<file path="src/rtl/core/gta_pkg.sv">
// Shared types and constants of the glyph transition animator.
package gta_pkg;

	localparam logic       FUNC_SET  = 1'b0;
	localparam logic       FUNC_TICK = 1'b1;

	localparam logic [2:0] KIND_UP    = 3'd0;
	localparam logic [2:0] KIND_DOWN  = 3'd1;
	localparam logic [2:0] KIND_LEFT  = 3'd2;
	localparam logic [2:0] KIND_RIGHT = 3'd3;

	localparam logic [4:0] STEP_IDLE  = 5'd31;
	localparam logic [4:0] VERT_STEPS = 5'd8;
	localparam logic [4:0] HORZ_STEPS = 5'd4;

	localparam int CHAR_W  = 8;
	localparam int GLYPH_W = 40;
	localparam int KIND_W  = 3;
	localparam int STEP_W  = 5;

	typedef struct packed {
		logic set_wr;
		logic rd_en;
		logic flush;
	} cmd_t;

endpackage

</file>
<file path="src/rtl/core/gta_ram.sv">
// Generic simple dual-port RAM with one write port and a registered read port.
module gta_ram #(
	parameter int WIDTH = 8,
	parameter int DEPTH = 16,
	localparam int AW = (DEPTH > 1) ? $clog2(DEPTH) : 1
) (
	input  logic             clk,
	input  logic             we,
	input  logic [AW-1:0]    waddr,
	input  logic [WIDTH-1:0] wdata,
	input  logic             re,
	input  logic [AW-1:0]    raddr,
	output logic [WIDTH-1:0] rdata
);

	logic [WIDTH-1:0] mem_q [DEPTH];
	logic [WIDTH-1:0] rdata_q;

	always_ff @(posedge clk) begin
		if (we) begin
			mem_q[waddr] <= wdata;
		end
		if (re) begin
			rdata_q <= mem_q[raddr];
		end
	end

	assign rdata = rdata_q;

endmodule

</file>
<file path="src/rtl/core/gta_ctrl.sv">
// Controller state machine that sequences set beats and slot scans for ticks.
module gta_ctrl #(
	parameter int SLOTS = 16,
	localparam int AW = (SLOTS > 1) ? $clog2(SLOTS) : 1
) (
	input  logic          clk,
	input  logic          arst_n,
	input  logic          start,
	input  logic          func,
	output logic          busy,
	output gta_pkg::cmd_t cmd,
	output logic [AW-1:0] rd_addr
);

	typedef enum logic [1:0] {
		ST_IDLE,
		ST_SCAN,
		ST_DRAIN,
		ST_FLUSH
	} state_t;

	localparam logic [AW-1:0] LAST_IDX = AW'(SLOTS - 1);

	state_t        state_q;
	logic [AW-1:0] idx_q;
	logic          busy_q;

	always_ff @(posedge clk or negedge arst_n) begin
		if (!arst_n) begin
			state_q <= ST_IDLE;
			idx_q   <= '0;
			busy_q  <= 1'b0;
		end else begin
			unique case (state_q)
				ST_IDLE: begin
					if (start && func == gta_pkg::FUNC_TICK) begin
						state_q <= ST_SCAN;
						idx_q   <= '0;
						busy_q  <= 1'b1;
					end
				end
				ST_SCAN: begin
					if (idx_q == LAST_IDX) begin
						state_q <= ST_DRAIN;
					end else begin
						idx_q <= idx_q + AW'(1);
					end
				end
				ST_DRAIN: begin
					state_q <= ST_FLUSH;
				end
				ST_FLUSH: begin
					state_q <= ST_IDLE;
					busy_q  <= 1'b0;
				end
				default: begin
					state_q <= ST_IDLE;
					busy_q  <= 1'b0;
				end
			endcase
		end
	end

	assign busy       = busy_q;
	assign cmd.set_wr = start && !busy_q && func == gta_pkg::FUNC_SET;
	assign cmd.rd_en  = state_q == ST_SCAN;
	assign cmd.flush  = state_q == ST_FLUSH;
	assign rd_addr    = idx_q;

	a_busy_tracks_state: assert property (@(posedge clk) disable iff (!arst_n)
		busy_q == (state_q != ST_IDLE))
		else $error("busy does not follow the controller state");

	a_scan_ends_in_drain: assert property (@(posedge clk) disable iff (!arst_n)
		(state_q == ST_SCAN && idx_q == LAST_IDX) |=> state_q == ST_DRAIN)
		else $error("scan did not stop after the last slot");

	a_flush_frees: assert property (@(posedge clk) disable iff (!arst_n)
		state_q == ST_FLUSH |=> !busy_q)
		else $error("controller stayed busy after flush");

endmodule

</file>
<file path="src/rtl/core/gta_datapath.sv">
// Slot storage, frame blending and result holding for the glyph animator.
module gta_datapath #(
	parameter int SLOTS = 16,
	localparam int AW = (SLOTS > 1) ? $clog2(SLOTS) : 1
) (
	input  logic          clk,
	input  logic          arst_n,
	input  gta_pkg::cmd_t cmd,
	input  logic [AW-1:0] rd_addr,
	input  logic [3:0]    slot,
	input  logic [7:0]    char_code,
	input  logic [39:0]   glyph_columns,
	input  logic [2:0]    anim_type,
	input  logic          force_req,
	output logic          strobe,
	output logic [3:0]    out_slot,
	output logic [39:0]   frame_columns,
	output logic          last
);

	localparam int CUR_W = gta_pkg::CHAR_W + gta_pkg::GLYPH_W + gta_pkg::KIND_W;
	localparam int SH_W  = gta_pkg::CHAR_W + gta_pkg::GLYPH_W + gta_pkg::STEP_W;

	logic [31:0]      slot_ext;
	logic             cur_we;
	logic [AW-1:0]    wr_addr;
	logic [CUR_W-1:0] cur_rd;
	logic [SH_W-1:0]  sh_rd;
	logic [SH_W-1:0]  sh_wdata;
	logic             sh_we;

	logic [SLOTS-1:0] cur_vld_q;
	logic [SLOTS-1:0] sh_vld_q;
	logic [SLOTS-1:0] redraw_q;

	logic             vld_s1;
	logic [AW-1:0]    slot_s1;
	logic [31:0]      slot32_s1;

	logic [7:0]       cur_char;
	logic [39:0]      cur_glyph;
	logic [2:0]       cur_kind;
	logic [7:0]       sh_char;
	logic [39:0]      sh_glyph;
	logic [4:0]       sh_step;
	logic             active;
	logic [4:0]       step_nxt;
	logic [39:0]      up_frame;
	logic [39:0]      down_frame;
	logic [39:0]      left_frame;
	logic [39:0]      right_frame;
	logic [79:0]      left_all;
	logic [79:0]      right_all;
	logic             settle;
	logic [39:0]      frame;

	logic             pend_vld_q;
	logic [3:0]       pend_slot_q;
	logic [39:0]      pend_frame_q;
	logic             strobe_q;
	logic [3:0]       out_slot_q;
	logic [39:0]      frame_q;
	logic             last_q;

	assign slot_ext = 32'(slot);
	assign wr_addr  = slot_ext[AW-1:0];
	assign cur_we   = cmd.set_wr && (slot_ext < 32'(SLOTS));

	gta_ram #(.WIDTH(CUR_W), .DEPTH(SLOTS)) u_cur_ram (
		.clk   (clk),
		.we    (cur_we),
		.waddr (wr_addr),
		.wdata ({char_code, glyph_columns, anim_type}),
		.re    (cmd.rd_en),
		.raddr (rd_addr),
		.rdata (cur_rd)
	);

	gta_ram #(.WIDTH(SH_W), .DEPTH(SLOTS)) u_shown_ram (
		.clk   (clk),
		.we    (sh_we),
		.waddr (slot_s1),
		.wdata (sh_wdata),
		.re    (cmd.rd_en),
		.raddr (rd_addr),
		.rdata (sh_rd)
	);

	// Entries never written read as their reset contents.
	always_comb begin
		if (cur_vld_q[slot_s1]) begin
			cur_char  = cur_rd[CUR_W-1 -: 8];
			cur_glyph = cur_rd[CUR_W-9 -: 40];
			cur_kind  = cur_rd[2:0];
		end else begin
			cur_char  = '0;
			cur_glyph = '0;
			cur_kind  = '0;
		end
		if (sh_vld_q[slot_s1]) begin
			sh_char  = sh_rd[SH_W-1 -: 8];
			sh_glyph = sh_rd[SH_W-9 -: 40];
			sh_step  = sh_rd[4:0];
		end else begin
			sh_char  = '0;
			sh_glyph = '0;
			sh_step  = gta_pkg::STEP_IDLE;
		end
	end

	assign active   = vld_s1 && ((cur_char != sh_char) || redraw_q[slot_s1]);
	assign step_nxt = sh_step + 5'd1;

	always_comb begin
		logic [15:0] up_pair;
		logic [15:0] down_pair;
		for (int j = 0; j < 5; j++) begin
			up_pair   = {sh_glyph[8*j +: 8], cur_glyph[8*j +: 8]} << step_nxt[2:0];
			down_pair = {cur_glyph[8*j +: 8], sh_glyph[8*j +: 8]} >> step_nxt[2:0];
			up_frame[8*j +: 8]   = up_pair[15:8];
			down_frame[8*j +: 8] = down_pair[7:0];
		end
	end

	assign left_all  = {cur_glyph, sh_glyph};
	assign right_all = {sh_glyph, cur_glyph};

	always_comb begin
		unique case (step_nxt[1:0])
			2'd0: begin
				left_frame  = left_all[47:8];
				right_frame = right_all[71:32];
			end
			2'd1: begin
				left_frame  = left_all[55:16];
				right_frame = right_all[63:24];
			end
			2'd2: begin
				left_frame  = left_all[63:24];
				right_frame = right_all[55:16];
			end
			2'd3: begin
				left_frame  = left_all[71:32];
				right_frame = right_all[47:8];
			end
			default: begin
				left_frame  = left_all[47:8];
				right_frame = right_all[71:32];
			end
		endcase
	end

	always_comb begin
		unique case (cur_kind)
			gta_pkg::KIND_UP: begin
				settle = step_nxt >= gta_pkg::VERT_STEPS;
				frame  = up_frame;
			end
			gta_pkg::KIND_DOWN: begin
				settle = step_nxt >= gta_pkg::VERT_STEPS;
				frame  = down_frame;
			end
			gta_pkg::KIND_LEFT: begin
				settle = step_nxt >= gta_pkg::HORZ_STEPS;
				frame  = left_frame;
			end
			gta_pkg::KIND_RIGHT: begin
				settle = step_nxt >= gta_pkg::HORZ_STEPS;
				frame  = right_frame;
			end
			default: begin
				settle = 1'b1;
				frame  = cur_glyph;
			end
		endcase
		if (settle) begin
			frame = cur_glyph;
		end
	end

	assign sh_we    = active;
	assign sh_wdata = settle ? {cur_char, cur_glyph, gta_pkg::STEP_IDLE}
	                         : {sh_char, sh_glyph, step_nxt};
	assign slot32_s1 = 32'(slot_s1);

	always_ff @(posedge clk or negedge arst_n) begin
		if (!arst_n) begin
			cur_vld_q  <= '0;
			sh_vld_q   <= '0;
			redraw_q   <= '0;
			vld_s1     <= 1'b0;
			pend_vld_q <= 1'b0;
			strobe_q   <= 1'b0;
		end else begin
			vld_s1   <= cmd.rd_en;
			strobe_q <= (active || cmd.flush) && pend_vld_q;
			if (cur_we) begin
				cur_vld_q[wr_addr] <= 1'b1;
				if (force_req) begin
					redraw_q[wr_addr] <= 1'b1;
				end
			end
			if (active) begin
				sh_vld_q[slot_s1] <= 1'b1;
				if (settle) begin
					redraw_q[slot_s1] <= 1'b0;
				end
				pend_vld_q <= 1'b1;
			end
			if (cmd.flush) begin
				pend_vld_q <= 1'b0;
			end
		end
	end

	always_ff @(posedge clk) begin
		vld_s1_payload: begin
			slot_s1 <= rd_addr;
		end
		if (active) begin
			pend_slot_q  <= slot32_s1[3:0];
			pend_frame_q <= frame;
			out_slot_q   <= pend_slot_q;
			frame_q      <= pend_frame_q;
			last_q       <= 1'b0;
		end
		if (cmd.flush) begin
			out_slot_q <= pend_slot_q;
			frame_q    <= pend_frame_q;
			last_q     <= 1'b1;
		end
	end

	assign strobe        = strobe_q;
	assign out_slot      = out_slot_q;
	assign frame_columns = frame_q;
	assign last          = last_q;

	a_last_after_flush: assert property (@(posedge clk) disable iff (!arst_n)
		(strobe_q && last_q) |-> $past(cmd.flush))
		else $error("final beat of a tick not caused by a flush");

	a_flush_empties: assert property (@(posedge clk) disable iff (!arst_n)
		cmd.flush |=> !pend_vld_q)
		else $error("pending frame survived the flush");

	a_no_set_in_scan: assert property (@(posedge clk) disable iff (!arst_n)
		!(vld_s1 && cmd.set_wr))
		else $error("set beat written while a slot was being processed");

	a_flush_not_in_scan: assert property (@(posedge clk) disable iff (!arst_n)
		!(cmd.flush && vld_s1))
		else $error("flush overlapped a slot in process");

endmodule

</file>
<file path="src/rtl/core/glyph_transition_animator_unit.sv">
// Top level of the glyph transition animator: controller plus datapath.
//
// Usage: drive the item fields and raise start; a beat is taken at a clock edge
// where start is high and busy is low. A set beat (func low) stores one slot's
// character code, glyph, animation kind and force request and gives no result;
// busy stays low, so set beats may follow back to back.
// A tick beat (func high) raises busy and scans the slots in order, one slot
// per cycle through the slot memories; busy falls after the scan, a drain state
// and a flush state, after which the next beat may enter.
// Each active slot gives one result beat: strobe is high for exactly one cycle
// with out_slot, frame_columns and last. Results come out in slot order, at
// most one per cycle, each held until the next active slot or the flush;
// the final one, marked by last, appears in the first cycle with busy low again.
// A tick with no active slot gives no result.
// Reset clears all slot contents to zero and every step counter to idle; the
// result receiver has no way to stall, so strobe beats must be taken as shown.
module glyph_transition_animator_unit #(
	parameter int SLOTS = 16
) (
	input  logic        clk,
	input  logic        arst_n,
	input  logic        start,
	output logic        busy,
	input  logic        func,
	input  logic [3:0]  slot,
	input  logic [7:0]  char_code,
	input  logic [39:0] glyph_columns,
	input  logic [2:0]  anim_type,
	input  logic        force_req,
	output logic        strobe,
	output logic [3:0]  out_slot,
	output logic [39:0] frame_columns,
	output logic        last
);

	localparam int AW = (SLOTS > 1) ? $clog2(SLOTS) : 1;

	gta_pkg::cmd_t cmd;
	logic [AW-1:0] rd_addr;

	gta_ctrl #(.SLOTS(SLOTS)) u_ctrl (
		.clk     (clk),
		.arst_n  (arst_n),
		.start   (start),
		.func    (func),
		.busy    (busy),
		.cmd     (cmd),
		.rd_addr (rd_addr)
	);

	gta_datapath #(.SLOTS(SLOTS)) u_datapath (
		.clk           (clk),
		.arst_n        (arst_n),
		.cmd           (cmd),
		.rd_addr       (rd_addr),
		.slot          (slot),
		.char_code     (char_code),
		.glyph_columns (glyph_columns),
		.anim_type     (anim_type),
		.force_req     (force_req),
		.strobe        (strobe),
		.out_slot      (out_slot),
		.frame_columns (frame_columns),
		.last          (last)
	);

endmodule

</file>
<file path="config.mk">
export PLATFORM = sky130hd
export DESIGN_NAME = glyph_transition_animator_unit
export DESIGN_NICKNAME = d
export VERILOG_FILES = /design/src/rtl/core/gta_pkg.sv /design/src/rtl/core/gta_ram.sv /design/src/rtl/core/gta_ctrl.sv /design/src/rtl/core/gta_datapath.sv /design/src/rtl/core/glyph_transition_animator_unit.sv
export SDC_FILE = /design/constraint.sdc
export NUM_CORES = 2
export LEC_CHECK = 0
export ABC_AREA = 1
export BUFFER_PORTS_ARGS = -buffer_cell sky130_fd_sc_hd__buf_2
export CELL_PAD_IN_SITES_DETAIL_PLACEMENT = 1
export CELL_PAD_IN_SITES_GLOBAL_PLACEMENT = 2
export CORE_AREA = 2 2 460 462
export DETAILED_ROUTE_END_ITERATION = 12
export DIE_AREA = 0 0 462 464
export GPL_TIMING_DRIVEN = 0
export PLACE_DENSITY_LB_ADDON = 0.1
export SETUP_SLACK_MARGIN = 0.15
export SYNTH_ARGS = -nofsm -noshare
export SYNTH_HDL_FRONTEND = slang
export SYNTH_SLANG_ARGS = --single-unit
</file>
<file path="constraint.sdc">
create_clock -name clk -period 4.9 [get_ports clk]
set_clock_uncertainty 0.15 [all_clocks]
set_input_delay 0.49 -clock clk [delete_from_list [all_inputs] [get_ports clk]]
set_output_delay 0.49 -clock clk [all_outputs]
set_load 0.05 [all_outputs]
</file>
==> qor.yml <==
r2r_cells: 20
start_util_pct: 38.9
path_cells: "clkbuf_4, nand2_1, nand2_1, nand2_1, nand2_4, inv_2, nand2_2, buf_12, nand2_4, buf_8, ha_1, buf_2, clkinv_4, clkbuf_1, o21ai_0, nor2_1, nor2_1, nand2_1, nor2_1, nor2_2"
cts_root_buf: "clkbuf_16"
area_delta_synth_final_pct: 19.0
critPathMaxStageDelay_ns: 0.61
ys_top_cells_by_area: "edfxtp_1 69%, nand2_1 6.7%, nand3_1 4.4%, nor2_1 4.2%, o21ai_0 4.1%"
grt_max_degree: 59
syn_inst: 7210
max_freq_mhz: 212
critPathBufInv: 7
r2r-start: "u_datapath.slot_s1[1]"
gr-total-overflow: 0
setup_violations: 0
ir_worst_vdd_uv: 419
relSlewSlack_pct: -8.15
num_vias: 63514
synth_seq_area_share_pct: 70.4
crit_path_end_kind: "flop"
failed_checks: "capacitance limit, slew limit"
async_flop_share_pct: 3.02
cp_common_cell: "nand2_1"
place_hpwl_um: 278000
post-route-period-util_pct: 96.1
clk_pin_slew_ns: 0.06
io_buffer_count: 106
cts_tree: "built"
holdPathEnd: "u_datapath.cur_vld_q[0]"
globalRouteMet1Util_pct: 47.4
drtIter0Drc: 6804
ant_nets: 0
clk_path_buf_depth: 3
gr-usage-met3_pct: 5.64
power.total_mw: 78.9
tightest_slew_ns: 1.61
netlist_area_sq_mm: 0.0814
timing.rr.end: "u_datapath.pend_frame_q[39]"
drc: 0
synth_edf_count: 1856
syn_avg_cell_area_sq_um: 11.3
dr.pass1.iters: 6
gp_congestion: 0.972
cts.sinks: 1919
grt_usage_pct: 35.0
top_usage_layer: "met2"
coreArea_sq_mm: 0.209
rsz0062_at_grt: "true"
placed_area_sq_mm: 0.0879
synthDominantCellAreaShare_pct: 68.5
clock_latency_ns: 0.87
wire_per_inst_um: 35.5
hold_violations: 0
syn_nets: 7280
drive_gt1_share_pct: 11.3
layout.nets: 7806
grt_use_met2_pct: 55.1
min_path_cells: 6
num_rows: 168
worstSetupPathType: "reg -> reg"
synth.distinct_cells: 36
cp_slowest_cell: "clkbuf_1"
io-pin-count: 107
yosysTopAreaCell: "edfxtp_1"
numCtsBuffers: 200
grt_pass1_wl_um: 516000
reg2reg_slack_ns: 0.19
maxCapViolations: 10
worstHoldStart: "slot[1]"
path_delay_family: "buffers and inverters"
drt-total-wl_um: 380000
cp.arrival_ns: 5.18
synthTopCellsByCount: "1856 x edfxtp_1, 1452 x nand2_1, 906 x nor2_1, 723 x nand3_1, 664 x o21ai_0"
path_max_fanout: 11
cp_data_required_time_ns: 5.37
synthFlopType: "edfxtp_1"
power.density_mw_per_mm2: 816
hp-class: "in -> reg"
ys_warn_count: 0
outcome: "complete, but fails checks"
cts_max_level: 4
ys_ff_latch: 1919
holdWs_ns: 0.0642
synth.most_common_cell: "edfxtp_1"
via_per_inst: 5.92
final_util_pct: 46.3
fin_crit_ns: 4.71
finalMaxSlewViolations: 37
p_leak_nw: 34.2
cp-start-kind: "flop"
grt_pass1_vias: 63117
antenna_found_initial: 27
die_y_um: 464
die_x_um: 462
die_area_sq_mm: 0.214
fin_area_sq_mm: 0.0968
-- through the flow --
stage	setup slack [ns]	TNS (ns)	std cells
detailed placement	-2.18	-1390.84	10227
global placement	-5.76	-7282.44	10121
CTS	0.109	0	10695
floorplan	0.117	0	7210
global route	0.133	0	10709
finish	0.189	0	10727
-- report_power, final --
part	switching, mW	total [mW]	internal (mW)
registers	1.03	24.1	23.1
logic	30.1	39.7	9.53
clock network	6.72	15.2	8.48
total	37.9	78.9	41.1
-- layer usage --
metal | vias up | wire length (um) | share of wire, %
li1 | 27046 | - | -
met1 | 32995 | 159000 | 42
met2 | 2833 | 175000 | 46
met3 | 634 | 26400 | 7.0
met4 | 6 | 19800 | 5.2
met5 | - | 37 | 0.0097
-- cell families after synthesis --
family,share of synthesized area (%)
AOI/OAI and AO/OA,9.65
xor gates and xnor gates,0.0308
adders and majority gates,0.154
buffers and inverters,3.46
DFF,70.4
and+or+nand+nor,16.3
-- layout by cell type, fill, tap and decap left out, types with 132 or more instances in the layout --
master and instances:
edfxtp_1 1856, nand2_1 1442, nor2_1 828, nand3_1 723, o21ai_0 657, clkbuf_1 342, a21oi_1 287, inv_1 211
clkbuf_16 203, buf_2 147, o22ai_1 132
-- worst reg2reg max path, stage by stage, from the launching register on --
cell and delay, ns:
dfxtp_2 0.49, clkbuf_4 0.33, nand2_1 0.08, nand2_1 0.10, nand2_1 0.10, nand2_4 0.21, inv_2 0.06, nand2_2 0.16
buf_12 0.20, nand2_4 0.15, buf_8 0.22, ha_1 0.21, buf_2 0.18, clkinv_4 0.11, clkbuf_1 0.61, o21ai_0 0.22
nor2_1 0.20, nor2_1 0.15, nand2_1 0.14, nor2_1 0.07, nor2_2 0.32
-- flip-flops by register name, summed over array words and instances, names as in the netlist --
name / count
u_datapath.frame_columns: 40
u_datapath.u_cur_ram.mem_q: 816
u_datapath.strobe: 1
u_datapath.slot_s1: 4
u_datapath.pend_frame_q: 40
u_datapath.u_shown_ram.mem_q: 848
u_ctrl.busy: 1
u_datapath.pend_slot_q: 4
u_ctrl.state_q: 2
u_datapath.u_cur_ram.rdata: 51
u_datapath.out_slot: 4
u_datapath.u_shown_ram.rdata: 53
u_datapath.sh_vld_q: 16
u_datapath.pend_vld_q: 1
u_datapath.redraw_q: 16
u_datapath.cur_vld_q: 16
u_datapath.last: 1
u_ctrl.rd_addr: 4
u_datapath.vld_s1: 1
-- worst max-delay path by stage --
stage	to	cells past startpoint	slack, ns	startpoint
finish	u_datapath.pend_frame_q[39]	20	0.19	u_datapath.slot_s1[1]
floorplan	u_datapath.u_shown_ram.mem_q[0][0]	18	0.12	u_datapath.slot_s1[0]
detailed placement	u_datapath.u_shown_ram.mem_q[12][9]	21	-2.18	u_datapath.slot_s1[1]
global placement	u_datapath.u_shown_ram.mem_q[9][21]	16	-5.76	u_datapath.slot_s1[1]
global route	u_datapath.pend_frame_q[25]	23	0.13	u_datapath.slot_s1[0]
CTS	u_datapath.u_shown_ram.mem_q[7][24]	22	0.11	u_datapath.slot_s1[0]
-- layout make-up --
cell class,instances,area (sq um)
buffer,480,2220
clock inverter,129,1220
inverter,233,913
multi-input combinational,4579,22200
fill,22116,112000
antenna,21,52.6
tap,2805,3510
sequential,1919,57300
timing repair buffer,323,4150
clock buffer,238,5220
-- repair_timing --
| action | CTS | global route |
|---|---|---|
| hold buffers | 59 | 0 |
| resized for setup | 243 | 78 |
| gates cloned | 1 | 0 |
| setup endpoints to repair | 1694 | 1112 |
| setup buffers | 41 | 11 |
| hold endpoints to repair | 879 | 0 |
| pin swaps | 21 | 6 |
(Power assumes the default switching activity.)
